File: src/rtl/core/jji_pkg.sv
package jji_pkg;

  // Joint slots on the ports, and joints actually driven (2..6).
  localparam int NumJoints  = 6;
  localparam int JointCount = 6;
  localparam int JointIdxW  = 3;
  localparam int TargetW    = 16;

  // Configuration port.
  localparam int CfgIdxW  = 3;
  localparam int CfgDataW = 48;
  localparam logic [CfgIdxW-1:0] CfgXCenter   = 3'd0;
  localparam logic [CfgIdxW-1:0] CfgYCenter   = 3'd1;
  localparam logic [CfgIdxW-1:0] CfgDeadzone  = 3'd2;
  localparam logic [CfgIdxW-1:0] CfgStickSpd  = 3'd3;
  localparam logic [CfgIdxW-1:0] CfgWebSpd    = 3'd4;
  localparam logic [CfgIdxW-1:0] CfgDebounce  = 3'd5;
  localparam logic [CfgIdxW-1:0] CfgLimitsLow = 3'd6;
  localparam logic [CfgIdxW-1:0] CfgLimitsHigh = 3'd7;

  // Stick divider: 24-bit dividend, 12-bit divisor, 4 quotient bits per cycle.
  localparam int DivBits    = 24;
  localparam int DivDenW    = 12;
  localparam int DivStep    = 4;
  localparam int DivCycles  = DivBits / DivStep;
  localparam int DivCntW    = $clog2(DivCycles);

  // Web step: (|rate| * web_speed) / 100 = ((p >> 2) * K) >> 23, exact for p < 2^20.
  localparam int WebProdW      = 20;
  localparam int WebQuoW       = 13;
  localparam int WebRecipShift = 23;
  localparam logic [18:0] WebRecipK = 19'd335545;

  localparam logic [1:0] LastPair = 2'd2;

  typedef logic [NumJoints-1:0][TargetW-1:0] target_vec_t;

  typedef struct packed {
    logic [11:0]                x_raw;
    logic [11:0]                y_raw;
    logic                       button;
    logic                       locked;
    logic [NumJoints-1:0][7:0]  jog;
  } in_word_t;

  typedef struct packed {
    logic                 load;
    logic                 stk_mul;
    logic                 div_start;
    logic                 stk_apply;
    logic                 axis;
    logic                 web_mul;
    logic                 web_recip;
    logic                 web_apply;
    logic [JointIdxW-1:0] joint;
    logic                 button;
    logic                 out_load;
  } cmd_t;

  typedef struct packed {
    logic div_done;
  } stat_t;

endpackage

File: src/rtl/core/jji_divider.sv
module jji_divider (
  input  logic                         clk_i,
  input  logic                         rst_ni,
  input  logic                         start_i,
  input  logic [jji_pkg::DivBits-1:0]  dividend_i,
  input  logic [jji_pkg::DivDenW-1:0]  divisor_i,
  output logic [jji_pkg::DivBits-1:0]  quotient_o,
  output logic                         done_o
);
  import jji_pkg::*;

  logic               busy_q;
  logic [DivCntW-1:0] cnt_q;
  logic [DivDenW-1:0] rem_q, rem_d;
  logic [DivBits-1:0] quo_q, quo_d;
  logic [DivDenW-1:0] den_q;
  logic [DivDenW:0]   trial;

  // Restoring division, DivStep quotient bits per cycle.
  always_comb begin
    rem_d = rem_q;
    quo_d = quo_q;
    trial = '0;
    for (int k = 0; k < DivStep; k++) begin
      trial = {rem_d, quo_d[DivBits-1]};
      quo_d = {quo_d[DivBits-2:0], 1'b0};
      if (trial >= {1'b0, den_q}) begin
        rem_d    = DivDenW'(trial - {1'b0, den_q});
        quo_d[0] = 1'b1;
      end else begin
        rem_d = trial[DivDenW-1:0];
      end
    end
  end

  always_ff @(posedge clk_i or negedge rst_ni) begin
    if (!rst_ni) begin
      busy_q <= 1'b0;
      cnt_q  <= '0;
    end else if (start_i) begin
      busy_q <= 1'b1;
      cnt_q  <= '0;
    end else if (busy_q) begin
      cnt_q <= cnt_q + 1'b1;
      if (cnt_q == DivCntW'(DivCycles - 1)) begin
        busy_q <= 1'b0;
      end
    end
  end

  always_ff @(posedge clk_i) begin
    if (start_i) begin
      rem_q <= '0;
      quo_q <= dividend_i;
      den_q <= divisor_i;
    end else if (busy_q) begin
      rem_q <= rem_d;
      quo_q <= quo_d;
    end
  end

  assign quotient_o = quo_q;
  assign done_o     = busy_q && (cnt_q == DivCntW'(DivCycles - 1));

endmodule

File: src/rtl/core/jji_datapath.sv
module jji_datapath (
  input  logic                          clk_i,
  input  logic                          rst_ni,
  input  logic                          cfg_we_i,
  input  logic [jji_pkg::CfgIdxW-1:0]   cfg_index_i,
  input  logic [jji_pkg::CfgDataW-1:0]  cfg_data_i,
  input  jji_pkg::in_word_t             in_word_i,
  input  jji_pkg::cmd_t                 cmd_i,
  output jji_pkg::stat_t                stat_o,
  output jji_pkg::target_vec_t          target_o,
  output logic                          stick_active_o,
  output logic                          web_active_o,
  output logic [1:0]                    pair_mode_o
);
  import jji_pkg::*;

  // Configuration registers.
  logic [11:0] x_center_q, y_center_q, deadzone_q, stick_speed_q, web_speed_q;
  logic [15:0] debounce_q;
  logic [NumJoints-1:0][7:0] lim_lo_q, lim_hi_q;

  // Block state.
  target_vec_t tgt_q;
  logic [1:0]  pair_q;
  logic [15:0] press_cnt_q;
  logic        stk_flag_q, web_flag_q;

  // Work registers.
  in_word_t               in_q;
  logic [DivBits-1:0]     stk_prod_q;
  logic                   stk_neg_q, stk_act_q;
  logic [DivDenW-1:0]     div_den_q;
  logic [DivBits-1:0]     stk_quo;
  logic [WebProdW-1:0]    web_prod_q;
  logic [WebQuoW-1:0]     web_quo_q;

  // Result registers.
  target_vec_t out_tgt_q;
  logic        out_stk_q, out_web_q;
  logic [1:0]  out_pair_q;

  // Stick offset for the current axis.
  logic [11:0]        raw, ctr, mag;
  logic signed [12:0] diff;

  // Web rate magnitude for the current joint.
  logic [7:0]  rate, rmag;
  logic [36:0] recip_prod;

  // Shared add and clamp.
  logic [JointIdxW-1:0] idx;
  logic [DivBits-1:0]   step_mag;
  logic                 step_neg, in_range, wr_en;
  logic signed [25:0]   step, sum, lo, hi;
  logic [TargetW-1:0]   clamped;

  // Debounce.
  logic [15:0] cnt_inc;

  always_ff @(posedge clk_i or negedge rst_ni) begin
    if (!rst_ni) begin
      x_center_q    <= 12'd2048;
      y_center_q    <= 12'd2048;
      deadzone_q    <= 12'd100;
      stick_speed_q <= 12'd512;
      web_speed_q   <= 12'd512;
      debounce_q    <= 16'd20;
      lim_lo_q      <= '0;
      lim_hi_q      <= '1;
    end else if (cfg_we_i) begin
      unique case (cfg_index_i)
        CfgXCenter:    x_center_q    <= cfg_data_i[11:0];
        CfgYCenter:    y_center_q    <= cfg_data_i[11:0];
        CfgDeadzone:   deadzone_q    <= cfg_data_i[11:0];
        CfgStickSpd:   stick_speed_q <= cfg_data_i[11:0];
        CfgWebSpd:     web_speed_q   <= cfg_data_i[11:0];
        CfgDebounce:   debounce_q    <= cfg_data_i[15:0];
        CfgLimitsLow:  lim_lo_q      <= cfg_data_i;
        CfgLimitsHigh: lim_hi_q      <= cfg_data_i;
        default: ;
      endcase
    end
  end

  always_ff @(posedge clk_i) begin
    if (cmd_i.load) begin
      in_q <= in_word_i;
    end
  end

  // Stick: |raw - centre| * speed, then divide by centre.
  always_comb begin
    raw  = cmd_i.axis ? in_q.y_raw : in_q.x_raw;
    ctr  = cmd_i.axis ? y_center_q : x_center_q;
    diff = $signed({1'b0, raw}) - $signed({1'b0, ctr});
    mag  = diff[12] ? 12'(-diff) : diff[11:0];
  end

  always_ff @(posedge clk_i) begin
    if (cmd_i.stk_mul) begin
      stk_prod_q <= mag * stick_speed_q;
      stk_neg_q  <= diff[12];
      stk_act_q  <= mag > deadzone_q;
      div_den_q  <= (ctr == '0) ? 12'd1 : ctr;
    end
  end

  jji_divider u_div (
    .clk_i      (clk_i),
    .rst_ni     (rst_ni),
    .start_i    (cmd_i.div_start),
    .dividend_i (stk_prod_q),
    .divisor_i  (div_den_q),
    .quotient_o (stk_quo),
    .done_o     (stat_o.div_done)
  );

  // Web: |rate| * speed, then divide by 100 through the reciprocal.
  assign rate       = in_q.jog[cmd_i.joint];
  assign rmag       = rate[7] ? 8'(-rate) : rate;
  assign recip_prod = 37'(web_prod_q[WebProdW-1:2]) * 37'(WebRecipK);

  always_ff @(posedge clk_i) begin
    if (cmd_i.web_mul) begin
      web_prod_q <= rmag * web_speed_q;
    end
    if (cmd_i.web_recip) begin
      web_quo_q <= recip_prod[WebRecipShift +: WebQuoW];
    end
  end

  // Add the signed step to the target and clamp to the joint limits.
  always_comb begin
    idx      = cmd_i.stk_apply ? {pair_q, cmd_i.axis} : cmd_i.joint;
    step_mag = cmd_i.stk_apply ? stk_quo : DivBits'(web_quo_q);
    step_neg = cmd_i.stk_apply ? stk_neg_q : rate[7];
    step     = step_neg ? -$signed({2'b00, step_mag}) : $signed({2'b00, step_mag});
    sum      = $signed({10'd0, tgt_q[idx]}) + step;
    lo       = $signed({10'd0, lim_lo_q[idx], 8'd0});
    hi       = $signed({10'd0, lim_hi_q[idx], 8'd0});
    if (sum < lo) begin
      clamped = lo[TargetW-1:0];
    end else if (sum > hi) begin
      clamped = hi[TargetW-1:0];
    end else begin
      clamped = sum[TargetW-1:0];
    end
    in_range = idx < JointIdxW'(JointCount);
    wr_en    = in_range &&
               ((cmd_i.stk_apply && stk_act_q && (stk_quo != '0)) ||
                (cmd_i.web_apply && !in_q.locked && (rate != '0)));
  end

  assign cnt_inc = (press_cnt_q == '1) ? press_cnt_q : press_cnt_q + 1'b1;

  always_ff @(posedge clk_i or negedge rst_ni) begin
    if (!rst_ni) begin
      tgt_q       <= '0;
      pair_q      <= '0;
      press_cnt_q <= '0;
      stk_flag_q  <= 1'b0;
      web_flag_q  <= 1'b0;
    end else begin
      if (cmd_i.load) begin
        stk_flag_q <= 1'b0;
        web_flag_q <= 1'b0;
      end
      if (wr_en) begin
        tgt_q[idx] <= clamped;
        if (cmd_i.stk_apply) begin
          stk_flag_q <= 1'b1;
        end else begin
          web_flag_q <= 1'b1;
        end
      end
      if (cmd_i.button) begin
        if (in_q.button && (cnt_inc > debounce_q)) begin
          press_cnt_q <= '0;
          pair_q      <= (pair_q == LastPair) ? 2'd0 : pair_q + 1'b1;
        end else begin
          press_cnt_q <= cnt_inc;
        end
      end
    end
  end

  always_ff @(posedge clk_i) begin
    if (cmd_i.out_load) begin
      out_tgt_q  <= tgt_q;
      out_stk_q  <= stk_flag_q;
      out_web_q  <= web_flag_q;
      out_pair_q <= pair_q;
    end
  end

  assign target_o       = out_tgt_q;
  assign stick_active_o = out_stk_q;
  assign web_active_o   = out_web_q;
  assign pair_mode_o    = out_pair_q;

endmodule

File: src/rtl/core/jji_ctrl.sv
module jji_ctrl (
  input  logic           clk_i,
  input  logic           rst_ni,
  input  logic           in_valid_i,
  output logic           in_ready_o,
  output logic           out_valid_o,
  input  logic           out_ready_i,
  input  jji_pkg::stat_t stat_i,
  output jji_pkg::cmd_t  cmd_o
);
  import jji_pkg::*;

  typedef enum logic [3:0] {
    StIdle,
    StStkMul,
    StStkDiv,
    StStkWait,
    StStkApply,
    StWebMul,
    StWebRecip,
    StWebApply,
    StButton,
    StFinish
  } state_e;

  state_e               state_q;
  logic                 axis_q;
  logic [JointIdxW-1:0] joint_q;
  logic                 out_valid_q;
  logic                 out_free;

  assign out_free   = !out_valid_q || out_ready_i;
  assign in_ready_o = (state_q == StIdle);
  assign out_valid_o = out_valid_q;

  always_comb begin
    cmd_o           = '0;
    cmd_o.axis      = axis_q;
    cmd_o.joint     = joint_q;
    cmd_o.load      = (state_q == StIdle) && in_valid_i;
    cmd_o.stk_mul   = (state_q == StStkMul);
    cmd_o.div_start = (state_q == StStkDiv);
    cmd_o.stk_apply = (state_q == StStkApply);
    cmd_o.web_mul   = (state_q == StWebMul);
    cmd_o.web_recip = (state_q == StWebRecip);
    cmd_o.web_apply = (state_q == StWebApply);
    cmd_o.button    = (state_q == StButton);
    cmd_o.out_load  = (state_q == StFinish) && out_free;
  end

  always_ff @(posedge clk_i or negedge rst_ni) begin
    if (!rst_ni) begin
      state_q     <= StIdle;
      axis_q      <= 1'b0;
      joint_q     <= '0;
      out_valid_q <= 1'b0;
    end else begin
      // a new result word takes the slot in the same cycle the old one leaves
      if (out_valid_q && out_ready_i && !cmd_o.out_load) begin
        out_valid_q <= 1'b0;
      end
      unique case (state_q)
        StIdle: begin
          if (in_valid_i) begin
            axis_q  <= 1'b0;
            state_q <= StStkMul;
          end
        end
        StStkMul:  state_q <= StStkDiv;
        StStkDiv:  state_q <= StStkWait;
        StStkWait: begin
          if (stat_i.div_done) begin
            state_q <= StStkApply;
          end
        end
        StStkApply: begin
          if (!axis_q) begin
            axis_q  <= 1'b1;
            state_q <= StStkMul;
          end else begin
            joint_q <= '0;
            state_q <= StWebMul;
          end
        end
        StWebMul:   state_q <= StWebRecip;
        StWebRecip: state_q <= StWebApply;
        StWebApply: begin
          if (joint_q == JointIdxW'(JointCount - 1)) begin
            state_q <= StButton;
          end else begin
            joint_q <= joint_q + 1'b1;
            state_q <= StWebMul;
          end
        end
        StButton: state_q <= StFinish;
        StFinish: begin
          if (out_free) begin
            out_valid_q <= 1'b1;
            state_q     <= StIdle;
          end
        end
        default: state_q <= StIdle;
      endcase
    end
  end

endmodule

File: src/rtl/core/joint_jog_integrator_top.sv
// Joint jog integrator. Each input word is one update tick: two 12-bit
// joystick samples, the mode button level, a motion-lock flag and six signed
// web jog rates. The block holds six Q8.8 joint targets. Per tick it first
// steps the selected joint pair by the joystick, (raw - centre) * stick_speed
// / centre per axis once the offset exceeds the deadzone; then, unless
// locked, each nonzero web rate adds rate * web_speed / 100; then a
// debounced button press advances the pair (0 -> 1 -> 2 -> 0). Every step
// truncates toward zero and each moved joint is clamped to its limit bytes
// times 256. One result word per tick carries all six targets, the two
// activity flags and the pair after the tick.
// The joystick divide runs per axis through a shared restoring divider that
// retires 4 quotient bits per cycle. The web steps run one joint at a time
// through a multiply and a reciprocal multiply. A new word is taken only in
// idle, but a finished result sits in its own output register, so the next
// word is accepted while it waits.
// Configuration: cfg_ready_o is always high; write only while idle.
// Register indexes: 0 x_center, 1 y_center, 2 deadzone, 3 stick_speed,
// 4 web_speed, 5 debounce_ticks, 6 limits_low_word, 7 limits_high_word.
// No clearing pass after reset: the block is ready on the first cycle.
module joint_jog_integrator_top (
  input  logic                         clk_i,
  input  logic                         rst_ni,
  // configuration write channel
  input  logic                         cfg_valid_i,
  output logic                         cfg_ready_o,
  input  logic [jji_pkg::CfgIdxW-1:0]  cfg_index_i,
  input  logic [jji_pkg::CfgDataW-1:0] cfg_data_i,
  // input word channel
  input  logic                         in_valid_i,
  output logic                         in_ready_o,
  input  logic [11:0]                  x_raw_i,
  input  logic [11:0]                  y_raw_i,
  input  logic                         mode_button_low_i,
  input  logic                         motion_locked_i,
  input  logic signed [7:0]            jog_rate_0_i,
  input  logic signed [7:0]            jog_rate_1_i,
  input  logic signed [7:0]            jog_rate_2_i,
  input  logic signed [7:0]            jog_rate_3_i,
  input  logic signed [7:0]            jog_rate_4_i,
  input  logic signed [7:0]            jog_rate_5_i,
  // result word channel
  output logic                         out_valid_o,
  input  logic                         out_ready_i,
  output logic [15:0]                  target_0_o,
  output logic [15:0]                  target_1_o,
  output logic [15:0]                  target_2_o,
  output logic [15:0]                  target_3_o,
  output logic [15:0]                  target_4_o,
  output logic [15:0]                  target_5_o,
  output logic                         stick_active_o,
  output logic                         web_active_o,
  output logic [1:0]                   pair_mode_o
);
  import jji_pkg::*;

  in_word_t    in_word;
  cmd_t        cmd;
  stat_t       stat;
  target_vec_t targets;

  // Registers are plain flops, so cfg_ready_o never holds off a write.
  assign cfg_ready_o = 1'b1;

  // Pack the input word; jog rate k sits in lane k.
  assign in_word.x_raw  = x_raw_i;
  assign in_word.y_raw  = y_raw_i;
  assign in_word.button = mode_button_low_i;
  assign in_word.locked = motion_locked_i;
  assign in_word.jog[0] = jog_rate_0_i;
  assign in_word.jog[1] = jog_rate_1_i;
  assign in_word.jog[2] = jog_rate_2_i;
  assign in_word.jog[3] = jog_rate_3_i;
  assign in_word.jog[4] = jog_rate_4_i;
  assign in_word.jog[5] = jog_rate_5_i;

  // Sequencer: stick X, stick Y, web joints, button, result.
  jji_ctrl u_ctrl (
    .clk_i       (clk_i),
    .rst_ni      (rst_ni),
    .in_valid_i  (in_valid_i),
    .in_ready_o  (in_ready_o),
    .out_valid_o (out_valid_o),
    .out_ready_i (out_ready_i),
    .stat_i      (stat),
    .cmd_o       (cmd)
  );

  // Targets, config, multipliers, divider and the shared clamp.
  jji_datapath u_dp (
    .clk_i          (clk_i),
    .rst_ni         (rst_ni),
    .cfg_we_i       (cfg_valid_i && cfg_ready_o),
    .cfg_index_i    (cfg_index_i),
    .cfg_data_i     (cfg_data_i),
    .in_word_i      (in_word),
    .cmd_i          (cmd),
    .stat_o         (stat),
    .target_o       (targets),
    .stick_active_o (stick_active_o),
    .web_active_o   (web_active_o),
    .pair_mode_o    (pair_mode_o)
  );

  assign target_0_o = targets[0];
  assign target_1_o = targets[1];
  assign target_2_o = targets[2];
  assign target_3_o = targets[3];
  assign target_4_o = targets[4];
  assign target_5_o = targets[5];

endmodule

File: config.mk
export PLATFORM = sky130hd
export DESIGN_NAME = joint_jog_integrator_top
export DESIGN_NICKNAME = d
export VERILOG_FILES = /design/src/rtl/core/jji_pkg.sv /design/src/rtl/core/jji_divider.sv /design/src/rtl/core/jji_datapath.sv /design/src/rtl/core/jji_ctrl.sv /design/src/rtl/core/joint_jog_integrator_top.sv
export SDC_FILE = /design/constraint.sdc
export NUM_CORES = 2
export LEC_CHECK = 0
export ABC_AREA = 0
export ABC_CLOCK_PERIOD_IN_PS = 12750
export CORE_MARGIN = 2
export CORE_UTILIZATION = 45
export DETAILED_ROUTE_END_ITERATION = 10
export DONT_BUFFER_PORTS = 1
export GPL_ROUTABILITY_DRIVEN = 0
export REMOVE_ABC_BUFFERS = 1
export SYNTH_ARGS = -nofsm -noshare
export SYNTH_HDL_FRONTEND = slang
export SYNTH_SLANG_ARGS = --single-unit
File: constraint.sdc
create_clock -name clk_i -period 12.75 [get_ports clk_i]
set_clock_uncertainty 0.05 [all_clocks]
set_input_delay 2.55 -clock clk_i [delete_from_list [all_inputs] [get_ports clk_i]]
set_output_delay 2.55 -clock clk_i [all_outputs]
set_load 0.02 [all_outputs]
Word-level counts from Yosys, hierarchy flattened
Index checks and enable logic that the tools add are counted.
Widths: inputs -> output; s select.
{ "totals": {"reg_bits": 594, "latchBits": 0, "ramBits": 0, "rom_bits": 0, "input_bits": 130, "output_inout_bits": 103, "elab_cells": 211, "mem_count": 0} }
{ "classes": {"n_addsub": 13, "multipliers": 3, "div": 0, "n_lt_le_gt_ge": 12, "eq_ne": 25, "n_shift": 0, "muxes": 59, "bitwise_logic": 0, "reduce_logical": 37} }
{ "ops": {"columns": ["op", "count"], "rows": [
  ["$bwmux 96", 1],
  ["$mux 16", 6],
  ["$mux 12", 7],
  ["$bmux 8 s3", 3],
  ["$mux 24", 3],
  ["$ge 13x12->1", 4],
  ["$bmux 16 s3", 1],
  ["$demux 16 s3", 1],
  ["$sub 12x12->12", 4],
  ["$pmux 4 s10", 1],
  ["$mul 18x19->36 const B", 1],
  ["$mux 8", 4],
  ["$add 17x26->26", 1],
  ["$gt 26x17->1", 1],
  ["$lt 26x17->1", 1],
  ["$mux 26", 1],
  ["$neg 24->26", 1],
  ["$mul 12x12->24", 1],
  ["$reduce_bool 24->1", 1],
  ["$mul 8x12->20", 1],
  ["$reduce_and 2->1", 10],
  ["$eq 3x3->1 const B", 6],
  ["$mux 1", 18],
  ["$mux 3", 6],
  ["34 further kinds", 65]
]} }

Depth between registers and ports, before layout
{ "depth": {"depth_word": 10, "mapped_depth": 48, "depth_no_buf": 45} }

Hierarchy
A second synthesis with hierarchy kept.
{ "hier_totals": {"hier_cells": 3896, "area_unflattened_um2": 43043.8} }
{ "modules_own_cells": {"columns": ["module", "n_inst", "cells_each", "area_each_um2", "seq_area_each_um2"], "rows": [
  ["jji_datapath", 1, 3302, 37572.3, 14575.2],
  ["jji_divider", 1, 526, 4868.4, 1421.4],
  ["jji_ctrl", 1, 66, 591.8, 225.2],
  ["joint_jog_integrator_top", 1, 2, 11.3, 0.0]
]} }

Least setup slack after synthesis
Ideal clock, no wire load.
{ "synth_path": {"path_type": "reg2reg", "from": "register u_dp.u_div.den_q[1]", "to": "register u_dp.u_div.rem_q[10]", "setup_time_ns": 0.086, "arrival_ns": 10.035, "required_ns": 12.614, "setup_slack_ns": 2.580, "path_stages_with_launch": 48, "n_path_buf": 4, "synth_period_minus_slack_ns": 10.170, "path_cell_list": "edfxtp_1 > inv_1 > ha_1 > nor2b_1 > o21a_1 > o21ai_0 > a211o_1 > nand3_1 > a2111oi_0 > nor2_1 > clkbuf_1 > mux2i_1 > ha_1 > nor2b_1 > o21a_1 > o21ai_0 > a211oi_1 > o311ai_0 > (+12 left out) > nor2_1 > o31ai_1 > clkbuf_1 > mux2i_1 > ha_1 > nor2b_1 > o21ai_0 > a21boi_0 > o21ai_0 > a21oi_1 > o21ai_0 > a21oi_1 > o31ai_1 > o311ai_0 > a2bb2oi_1 > clkbuf_1 > mux2i_1 > a211oi_1"} }
{ "synth_between": {"elab_chain_len": 8, "word_cells_on_any_way": 12, "classes_between": "4 x add/sub; 4 x order compare; 4 x mux"} }
{ "synth_lines": {"columns": ["element", "line", "text"], "rows": [
  ["start: declaration", "jji_divider.sv:16", "logic [DivDenW-1:0] den_q;"],
  ["start signal: assignment", "jji_divider.sv:55", "den_q <= divisor_i;"],
  ["$sub 12x12->12 / $ge 13x12->1 (equally long branches)", "jji_divider.sv:28, jji_divider.sv:27", null],
  ["$mux 12", "jji_divider.sv:27", "if (trial >= {1'b0, den_q}) begin"],
  ["$sub 12x12->12 / $ge 13x12->1 (equally long branches)", "jji_divider.sv:28, jji_divider.sv:27", null],
  ["$mux 12", "jji_divider.sv:27", null],
  ["$sub 12x12->12 / $ge 13x12->1 (equally long branches)", "jji_divider.sv:28, jji_divider.sv:27", null],
  ["$mux 12", "jji_divider.sv:27", null],
  ["$sub 12x12->12 / $ge 13x12->1 (equally long branches)", "jji_divider.sv:28, jji_divider.sv:27", null],
  ["$mux 12 *", "jji_divider.sv:27", null],
  ["end signal: assignment", "jji_divider.sv:57", "rem_q <= rem_d;"],
  ["end: declaration", "jji_divider.sv:14", "logic [DivDenW-1:0] rem_q, rem_d;"]
]} }
Mark *: on every way between the ends. The rest lies on a longest branch, timed or not.
A chain may end at the register's enable or synchronous reset.

Worst setup path in the final report
{ "layout_path": {"from": "register u_dp.u_div.den_q[1]", "to": "register u_dp.u_div.rem_q[2]"} }
{ "layout_between": {"elab_chain_len": 8, "word_cells_on_any_way": 12, "classes_between": "4 x add/sub; 4 x order compare; 4 x mux"} }
{ "layout_lines": {"columns": ["element", "line"], "rows": [
  ["$sub 12x12->12 / $ge 13x12->1 (equally long branches)", "jji_divider.sv:28, jji_divider.sv:27"],
  ["$mux 12", "jji_divider.sv:27"],
  ["$sub 12x12->12 / $ge 13x12->1 (equally long branches)", "jji_divider.sv:28, jji_divider.sv:27"],
  ["$mux 12", "jji_divider.sv:27"],
  ["$ge 13x12->1 / $sub 12x12->12 (equally long branches)", "jji_divider.sv:27, jji_divider.sv:28"],
  ["$mux 12", "jji_divider.sv:27"],
  ["$sub 12x12->12 / $ge 13x12->1 (equally long branches)", "jji_divider.sv:28, jji_divider.sv:27"],
  ["$mux 12 *", "jji_divider.sv:27"]
]} }
Marked as above.

==> impl_metrics.py <==
metrics = {
    "run_status": {
        "run_status": "completed",
    },
    "floorplanning": {
        "die_area_um2": 96400,
        "fp.dieW_um": 311,
        "row_count": 112,
        "die_h_um": 311,
        "placeable_core_area_um2": 93200,
        "design.portCount": 233,
        "start_util_pct": 45.4,
    },
    "logic_synthesis": {
        "syn-mean-instance-area_um2": 10.6,
        "synth_simple_gate_area_share_pct": 11.7,
        "synth_cells": 3989,
        "most_common_cell_in_the_netlist": "nand2_1",
        "synth_seq_cells": 592,
        "synth.cell_area_um2": 42300,
        "yosys.area_share.xor_xnor_pct": 2.80,
        "synthesis.yosys.warnings": 0,
        "synth_edf_count": 279,
        "synth_area_leader_cell": "edfxtp_1",
        "yosys-mux-area-fraction_pct": 7.62,
        "ys_top_cells_by_count": "nand2_1 (523), inv_1 (502), ha_1 (377), fa_1 (283), edfxtp_1 (279)",
        "yosys-top-cells-area": "edfxtp_1 (20%), dfrtp_1 (14%), fa_1 (13%), ha_1 (11%), mux2_2 (5.8%)",
        "seq_area_frac_synth_pct": 38.4,
        "synth_cell_types": 85,
        "async_reset_ff_share_pct": 50.8,
        "synthFlopType": "edfxtp_1",
        "main_combinational_cell_family_by_area_after_synthesis": "adder cells",
        "proportion_of_netlist_area_held_by_the_largest_area_contributor_pct": 19.8,
        "synth-compound-area-share_pct": 9.14,
        "yosys.area_share.adder_pct": 24.6,
    },
    "cts": {
        "htree_num_levels": 3,
        "max-clock-path-buffers": 3,
        "cts_inserted_buffers": 70,
        "clock_tree_from_tritoncts": "yes",
        "cts_hold_buffers": 0,
        "insertion_delay_ns": 0.64,
        "clock_tree.root_cell": "clkbuf_16",
        "cts_num_sinks": 592,
        "clk_pin_slew_ns": 0.05,
    },
    "critical_path": {
        "critical-path-top-cell-by-count": "o21ai_0",
        "end_kind": "flip-flop",
        "criticalPathCategory": "reg2reg",
        "crit_path_top_delay_cell": "a2111oi_0",
        "worstPathBufferInverterCount": 4,
        "critPathRequiredTime_ns": 13.26,
        "critical_path.startpoint_type": "flip-flop",
        "cp_data_arrival_time_ns": 12.16,
        "crit_path_max_fanout": 15,
        "critical-path-top-delay-family": "compound AO/OA/AOI/OAI gates",
        "max_stage_delay_ns": 0.65,
    },
    "placement": {
        "dp_hpwl_um": 80600,
        "port_buffers": 0,
    },
    "detailed_routing": {
        "route.final.wire_length_um": 108000,
        "drt_drc_violations_left": 0,
        "routed_wire_length_per_instance_um": 20.5,
        "drt_first_iter_violations": 1946,
        "vias_per_cell": 5.45,
        "drt-pass1-iter-count": 7,
        "drtAntennaViolNets": 0,
        "routed-via-count": 28720,
    },
    "finish": {
        "nNetsFinal": 4749,
        "final_layout_size_suffix_gt1_share_pct": 12.0,
        "area_growth_syn_to_layout_pct": 8.91,
        "fillerInstances": 8494,
    },
    "timing": {
        "slew_violations": 0,
        "fin_crit_ns": 11.65,
        "fmax_ghz": 0.0858,
        "timing.setup.tns_ns": 0,
        "layout_worst_path_cycle_share_pct": 91.4,
        "max-slew-margin-rel_pct": 21.2,
        "unrepaired_setup_endpoints_after_global_routing": "false",
        "final_setup_vio_count": 0,
        "worst_slew_pin_slew_ns": 1.18,
        "hold_viol": 0,
    },
    "hold_path": {
        "worstHoldPathType": "reg2reg",
    },
    "global_route": {
        "gr-total-overflow": 0,
        "grt_max_degree": 302,
        "grt_pass1_wl_um": 170000,
        "via_count_of_the_first_global_routing_pass": 29149,
        "track_usage_pct": 22.5,
        "grt_antenna_before_repair": 5,
    },
    "job": {
        "timing.max_cap.violations": 0,
    },
}
registers in the layout, summed over array words and instances, names as in the netlist, 13 cells and up:
signal / flops
u_dp.target_o: 96
u_dp.tgt_q: 96
u_dp.in_q: 74
u_dp.lim_hi_q: 48
u_dp.lim_lo_q: 48
u_dp.stk_prod_q: 24
u_dp.u_div.quotient_o: 24
u_dp.web_prod_q: 18
u_dp.debounce_q: 16
u_dp.press_cnt_q: 16
u_dp.web_quo_q: 13
what timing repair did:
item / CTS / global route
setup buffers: 0 / 0
gates resized for setup: 0 / 1
setup endpoints to repair: 0 / 1
worst register-to-register path, delay by kind of cell, from the launching register on:
family / cells / cell delay, ns
compound gates: 24 / 5.86
fa+ha+maj: 4 / 1.24
mux: 3 / 1.13
buf+inv: 4 / 0.81
simple gates: 10 / 2.07
flops: 1 / 0.42
worst paths after layout:
path | start | slack (ns) | cells after the start | endpoint
max in group asynchronous | rst_ni | 10.51 | 0 | u_ctrl.out_valid_o
min reg2reg | u_dp.div_den_q[10] | 0.37 | 0 | u_dp.u_div.den_q[10]
max reg2reg | u_dp.u_div.den_q[1] | 1.10 | 45 | u_dp.u_div.rem_q[2]
min | u_dp.div_den_q[10] | 0.37 | 0 | u_dp.u_div.den_q[10]
min in group asynchronous | rst_ni | 1.60 | 0 | u_dp.press_cnt_q[2]
max | u_dp.u_div.den_q[1] | 1.10 | 45 | u_dp.u_div.rem_q[2]
cell usage in the layout, fill, tap and decap left out, types with 37 or more instances in the layout:
cell,netlist,layout
dfstp_2,57,57
clkbuf_16,0,72
xnor2_1,98,96
fa_1,283,283
xor2_1,37,37
nand3_1,44,44
ha_1,377,377
a21oi_1,121,118
mux2_2,216,216
nor2_1,145,143
and2_1,83,83
o21ai_0,167,167
a21o_1,38,37
o21ai_1,50,50
inv_1,502,501
dfrtp_1,244,242
nand2_1,523,523
edfxtp_1,279,279
nor3_1,63,60
mux2i_1,61,61
buf_4,1,48
metal layers:
layer	vias up	track usage [%]	routed length, µm
li1	13555	-	-
met1	14307	31.5	49000
met2	707	35.9	49800
met3	151	2.96	5150
met4	0	8.44	3930
met5	-	0	0
cells by family (layout without fill, tap and decap cells):
kind of cell               after synthesis  count (layout)
and+or+nand+nor                       1052            1052
adders and majority gates              660             660
buffers and inverters                  653             680
AOI/OAI and AO/OA                      611             611
DFF                                    592             592
muxes                                  285             285
xor gates and xnor gates               135             135
other                                    1               5
layout make-up:
class	instances	area (µm²)	area share (%)
antenna	4	10.0	0.0217
clock buffer	96	1930	4.18
clock inverter	33	363	0.788
inverter	503	1890	4.10
multi-input combinational	2744	23700	51.5
sequential	592	16200	35.2
tap	1254	1570	3.41
timing repair buffer	48	360	0.782
stage by stage:
| stage | setup WS [ns] | std cells | cell area (µm²) | util (%) | hold slack (ns) |
|---|---|---|---|---|---|
| 3_3_place_gp | 1.45 | 5141 | 43800 | 47.0 | 0.357 |
| 2_1_floorplan | 1.06 | 3839 | 41700 | - | 0.350 |
| 6_report | 1.10 | 5274 | 46100 | 49.4 | 0.370 |
| 4_1_cts | 1.21 | 5270 | 46000 | 49.4 | 0.359 |
| 3_5_place_dp | 1.24 | 5141 | 43800 | 47.0 | 0.359 |
| 5_1_grt | 0.0518 | 5270 | 46000 | 49.4 | 0.378 |
Power is not shown: default switching activity piles up to over one toggle a cycle in this logic, so the estimate is an artifact.
